File: config.mk
export PLATFORM = sky130hd
export DESIGN_NAME = r14_lane
export DESIGN_NICKNAME = d
export VERILOG_FILES = /design/src/hdl/r14_pkg.sv /design/src/hdl/r14_lane.sv
export SDC_FILE = /design/constraint.sdc
export NUM_CORES = 1
export LEC_CHECK = 0
export BUFFER_PORTS_ARGS = -buffer_cell sky130_fd_sc_hd__buf_2
export CORE_MARGIN = 4
export CORE_UTILIZATION = 60
export DETAILED_ROUTE_END_ITERATION = 6
export PLACE_DENSITY_LB_ADDON = 0.12
export SLEW_MARGIN = 20
export SYNTH_ARGS = -nofsm -noshare
export SYNTH_HDL_FRONTEND = slang
export SYNTH_SLANG_ARGS = --single-unit
File: constraint.sdc
create_clock -name clk -period 9.2 [get_ports clk]
set_input_delay 0.92 -clock clk [delete_from_list [all_inputs] [get_ports clk]]
set_output_delay 0.92 -clock clk [all_outputs]
set_load 0.1 [all_outputs]
File: src/hdl/r14_pkg.sv
// ----------------------------------------------------------------------------
// r14_pkg - shared types and constants for the raw14 unpack / scale block
// Widths of the packed block, samples and pixels, register codes and the
// control structs passed between the top level, the lanes and the merge stage.
// ----------------------------------------------------------------------------
package r14_pkg;

	localparam int LANES      = 8;
	localparam int SAMPLE_W   = 14;
	localparam int GAIN_W     = 32;
	localparam int PIX_W      = 16;
	localparam int PROD_W     = SAMPLE_W + GAIN_W;
	localparam int BLK_LO_W   = 64;
	localparam int BLK_HI_W   = 48;
	localparam int BLK_W      = BLK_LO_W + BLK_HI_W;
	localparam int CFG_IDX_W  = 1;
	localparam int CFG_DATA_W = GAIN_W;

	localparam logic [GAIN_W-1:0] GAIN_RESET = GAIN_W'(32'h0001_0000);

	typedef enum logic [CFG_IDX_W-1:0] {
		REG_DARK_LEVEL = 1'b0,
		REG_GAIN       = 1'b1
	} cfg_reg_t;

	typedef logic [SAMPLE_W-1:0] sample_t;
	typedef logic [PIX_W-1:0]    pixel_t;
	typedef sample_t             sample_arr_t [LANES];
	typedef pixel_t              pixel_arr_t  [LANES];

	// per-stage load enables, shared by every lane
	typedef struct packed {
		logic en_s1;
		logic en_s2;
	} pipe_ctrl_t;

endpackage

File: src/hdl/r14_lane.sv
// ----------------------------------------------------------------------------
// r14_lane - one sample lane
// Black level subtract with clamp at zero, Q16.16 gain multiply, then
// truncation and saturation of the product to a 16-bit pixel.
// ----------------------------------------------------------------------------
module r14_lane import r14_pkg::*; (
	input  logic              clk,
	input  pipe_ctrl_t        ctrl,
	input  sample_t           sample,
	input  sample_t           dark_level,
	input  logic [GAIN_W-1:0] gain,
	output pixel_t            pixel
);

	sample_t           diff_s1;
	logic [PROD_W-1:0] prod_s2;

	always_ff @(posedge clk) begin
		if (ctrl.en_s1) begin
			diff_s1 <= (sample > dark_level) ? sample - dark_level : '0;
		end
		if (ctrl.en_s2) begin
			prod_s2 <= PROD_W'(diff_s1) * PROD_W'(gain);
		end
	end

	// drop 16 fraction bits; anything above bit 31 means overflow
	always_comb begin
		if (|prod_s2[PROD_W-1:PIX_W+16]) begin
			pixel = '1;
		end else begin
			pixel = prod_s2[PIX_W+15:16];
		end
	end

endmodule

; ---- Word-level counts from Yosys, hierarchy flattened
; Cells that the tools add are included.
[totals]
register_bits = 60
latchBits = 0
ramBits = 0
rom_bits = 0
input_bits = 63
out_inout_bits = 16
mem_count = 0
[op_classes]
n_addsub = 1
multipliers = 1
n_div = 0
n_lt_le_gt_ge = 1
n_eq_ne = 0
shifts = 0
mux = 1
bitwise = 0
reduce_logical = 1
[op_table]
columns = cell, n
row1 = 14-bit by 32-bit multiplier with 46-bit output, 1
row2 = 16-bit two-way mux, 1
row3 = 14-bit greater-than comparator, 1
row4 = 14-bit OR reduction, 1
row5 = 14-bit subtractor, 1

; ---- Longest topological paths before layout
[depth]
ltp_word = 2
mapped_depth = 24

; ---- Worst setup path after synthesis
; Ideal clock, no wire load.
[synth_path]
path_kind = in2reg
from = input port gain[26]
to = register prod_s2[41] (data pin)
setup_ns = 0.260
t_arrival_ns = 6.222
setup_slack_ns = 2.718
stages = 21
n_path_buf = 1
path_cell_list = clkbuf_1 nand2_1 fa_1 inv_1 fa_1 fa_1 fa_1 fa_1 inv_1 fa_1 inv_1 ha_1 a21o_1 a21o_1 a21oi_1 nand4_1 a31oi_4 o31ai_4 a2111oi_2 o21bai_2 xor2_1
[synth_via]
elab_chain_len = 1
[synth_lines]
columns = element, line_no
row1 = from (decl), r14_lane.sv:11  ; input logic [GAIN_W-1:0] gain,
row2 = 14-bit by 32-bit multiplier with 46-bit output, r14_lane.sv:23  ; prod_s2 <= PROD_W'(diff_s1) * PROD_W'(gain);
row3 = to (signal assigned), r14_lane.sv:23
row4 = to (decl), r14_lane.sv:16  ; logic [PROD_W-1:0] prod_s2;
; No other way between the ends.
; A chain may end at the register's enable or synchronous reset.

; ---- Final worst setup path
[layout_path]
from = register diff_s1[6]
to = register prod_s2[41] (data pin)
[layout_via]
elab_chain_len = 1
[layout_lines]
columns = element, line_no
row1 = from (decl), r14_lane.sv:15  ; sample_t diff_s1;
row2 = from (signal assigned), r14_lane.sv:20  ; diff_s1 <= (sample > dark_level) ? sample - dark_level : '0;
row3 = 14-bit by 32-bit multiplier with 46-bit output, r14_lane.sv:23
; No other way between the ends.

==> impl_metrics.env <==
export IMPL_post_synth_xor_area_fraction=0.0207
export IMPL_post_synth_fa_ha_maj_area_fraction=0.553
export IMPL_number_of_antenna_violations_at_the_first_check_in_global_routing=0
export IMPL_stdcell_count=2045
export IMPL_port_buffers=78
export IMPL_coreArea_um2=25500
export IMPL_die_height_um=170
export IMPL_antennaDiodeCount=0
export IMPL_synth_nets=2234
export IMPL_gr_total_overflow=0
export IMPL_holdWs_ns=1.03
export IMPL_synth_lib_cells_used_distinct=54
export IMPL_drive_gt1_frac=0.0770
export IMPL_layout_worst_path_cycle_share=0.759
export IMPL_worst_setup_path_end_kind="register"
export IMPL_worst_slew_pin_slew_ns=1.05
export IMPL_timing_slew_headroom=0.301
export IMPL_clockBufferDepth=2
export IMPL_grt_max_degree=33
export IMPL_ys_dominant_reg_cell="edfxtp_1"
export IMPL_cts_resized=0
export IMPL_synth_largest_area_cell="fa_1"
export IMPL_postRouteWirelength_mm=38.1
export IMPL_critical_path_peak_fanout=20
export IMPL_grt_pass1_vias=12200
export IMPL_synthesis_area_um2=15700
export IMPL_floorplan_die_width_um=170
export IMPL_maxClockFrequency_ghz=0.143
export IMPL_synth_sequential_area_ratio=0.0843
export IMPL_via_per_inst=5.52
export IMPL_syn_instance_count=1692
export IMPL_place_hpwl_mm=30.1
export IMPL_critPathArrivalTime_ns=7.04
export IMPL_finalHoldViolCount=0
export IMPL_tritoncts_clock_tree="yes"
export IMPL_r2r_slack_ns=2.21
export IMPL_clk_latency_ns=0.31
export IMPL_h_tree_depth=2
export IMPL_violations="design-rule violations"
export IMPL_cts_hold_buf=0
export IMPL_r2r_start="diff_s1[6]"
export IMPL_cts_sink_count=44
export IMPL_setup_worst_path_class="register to register"
export IMPL_place_inst=2036
export IMPL_die_area_um2=28800
export IMPL_crit_required_ns=9.25
export IMPL_routedWlPerCell_um=18.6
export IMPL_final_nets=2256
export IMPL_worst_r2r_endpoint="prod_s2[41]"
export IMPL_synth_edf_count=44
export IMPL_row_count=58
export IMPL_initial_utilization=0.615
export IMPL_rsz0062_at_grt="false"
export IMPL_ys_seq_elements=44
export IMPL_startpoint_type="register"
export IMPL_startpoint_of_the_lowest_slack_hold_path="ctrl[1]"
export IMPL_clock_buffers_created_by_tritoncts=5
export IMPL_yosys_mux_area_fraction=0
export IMPL_hp_class="input port to register"
export IMPL_max_cap_violations=0
export IMPL_timing_reg2reg_worst_path_depth=21
export IMPL_outcome="finished with violations"
export IMPL_synth_simple_area_share=0.185
export IMPL_cts_root_buffer_cell="clkbuf_16"
export IMPL_dominant_combinational_cell_family_by_area_after_synthesis="adder cells"
export IMPL_synth_top_cell_area_share=0.456
export IMPL_maxSlewViolCount=0
export IMPL_layout_area_overhead_vs_synth_pct=5.07
export IMPL_cts_post_setup_buffers_inserted=0
export IMPL_gr_usage_all_layers=0.279
export IMPL_finalWeightedCongestion=0.925
export IMPL_hold_path_end="diff_s1[1]"
export IMPL_synthArstFlopShare=0
export IMPL_detail_route_first_pass_iterations=7
export IMPL_fin_crit_ns=6.99
export IMPL_timing_clock_skew_ns=0.0142
export IMPL_post_synthesis_area_per_instance_um2=9.26
export IMPL_boundaryPins=79
export IMPL_route_antenna_remaining_nets=0
export IMPL_drt_iter0_markers=720
export IMPL_drc_violations_left=5
export IMPL_detailroute_via_count=11300
export IMPL_post_synth_main_area_contributors="fa_1 46%, ha_1 9.7%, and2_1 9.2%"
export IMPL_timing_final_setup_violations=0
export IMPL_grt_pass1_wl_mm=62.9
export IMPL_hold_path_cell_count=1
export IMPL_synth_compound_area_frac=0.0487
export IMPL_clk_pin_slew_ns=0.07
export IMPL_synthesis_yosys_warnings=0
export IMPL_totalNegativeSetupSlack_ns=0
==> per-stage QoR <==
step / utilization / cell area, um^2 / worst slack, ns
CTS: 0.646 / 16400 / 2.21
global route: 0.646 / 16500 / 1.89
global placement: 0.639 / 16300 / 2.23
detailed placement: 0.639 / 16300 / 2.15
finish: 0.646 / 16500 / 2.21
floorplan: - / 15700 / 2.72
==> sequential cells by signal (all words and copies together), names as in the netlist <==
name     count
prod_s2     30
diff_s1     14
==> cell usage in the layout (no fill, tap or decap), types with 7 or more instances in the layout <==
cell,instances
nor2_1,36
ha_1,122
nor3_1,10
nor2b_1,7
a21oi_1,31
o21a_1,9
nand2_1,237
or2_2,16
xnor2_1,18
buf_2,78
o21ai_0,19
and2_1,231
nand4_1,10
inv_1,372
buf_4,14
fa_1,357
a21o_1,14
edfxtp_1,44
xor2_1,19
==> Yosys cell counts, types with 18 or more instances <==
master,n
inv_1,372
fa_1,357
nand2_1,237
and2_1,231
ha_1,122
clkbuf_1,75
edfxtp_1,44
nor2_1,36
a21oi_1,31
o21ai_0,19
xor2_1,19
xnor2_1,18
==> worst max-delay path by stage <==
| stage | from | endpoint | slack [ns] | cells past startpoint |
|---|---|---|---|---|
| 2_1_floorplan | gain[26] | prod_s2[41] | 2.72 | 21 |
| 3_3_place_gp | gain[16] | prod_s2[41] | 2.23 | 22 |
| 3_5_place_dp | gain[16] | prod_s2[41] | 2.15 | 22 |
| 4_1_cts | diff_s1[6] | prod_s2[41] | 2.21 | 21 |
| 5_1_grt | diff_s1[6] | prod_s2[41] | 1.89 | 21 |
| 6_report | diff_s1[6] | prod_s2[41] | 2.21 | 21 |
==> worst max-delay path, stage by stage, from the launching register on <==
cell and delay (ns):
edfxtp_1 1.00, buf_4 0.30, nand2_1 0.08, fa_1 0.49
fa_1 0.52, inv_1 0.05, fa_1 0.55, fa_1 0.42
fa_1 0.49, inv_1 0.05, fa_1 0.49, inv_1 0.05
ha_1 0.33, nand4_2 0.15, nor3_1 0.07, a211oi_1 0.26
nand3_2 0.30, a31oi_4 0.30, o31ai_4 0.14, a2111oi_2 0.40
o21bai_2 0.12, xor2_1 0.15
==> cells by family (layout without fill, tap and decap cells) <==
family,Yosys count,in the layout
DFF,44,44
xor gates and xnor gates,37,37
adders and majority gates,479,479
buffers and inverters,450,473
AOI/OAI and AO/OA,110,110
and+or+nand+nor,572,572
==> cell type report <==
cell class	instances	area [um^2]
timing repair buffer	93	510
inverter	372	1400
multi-input combinational	1198	12700
clock inverter	3	42.5
fill	2125	9010
clock buffer	5	125
sequential	44	1320
tap	330	413
==> per-layer routing <==
metal | share of wire | wire length (um) | GRT usage
met3 | 0.059 | 2230 | 0.0359
met1 | 0.41 | 15700 | 0.382
met4 | 0.030 | 1130 | 0.0819
met2 | 0.50 | 19000 | 0.470
met5 | 0 | 0 | 0
Power is not shown: default switching activity piles up to over one toggle a cycle in this logic, so the estimate is an artifact.
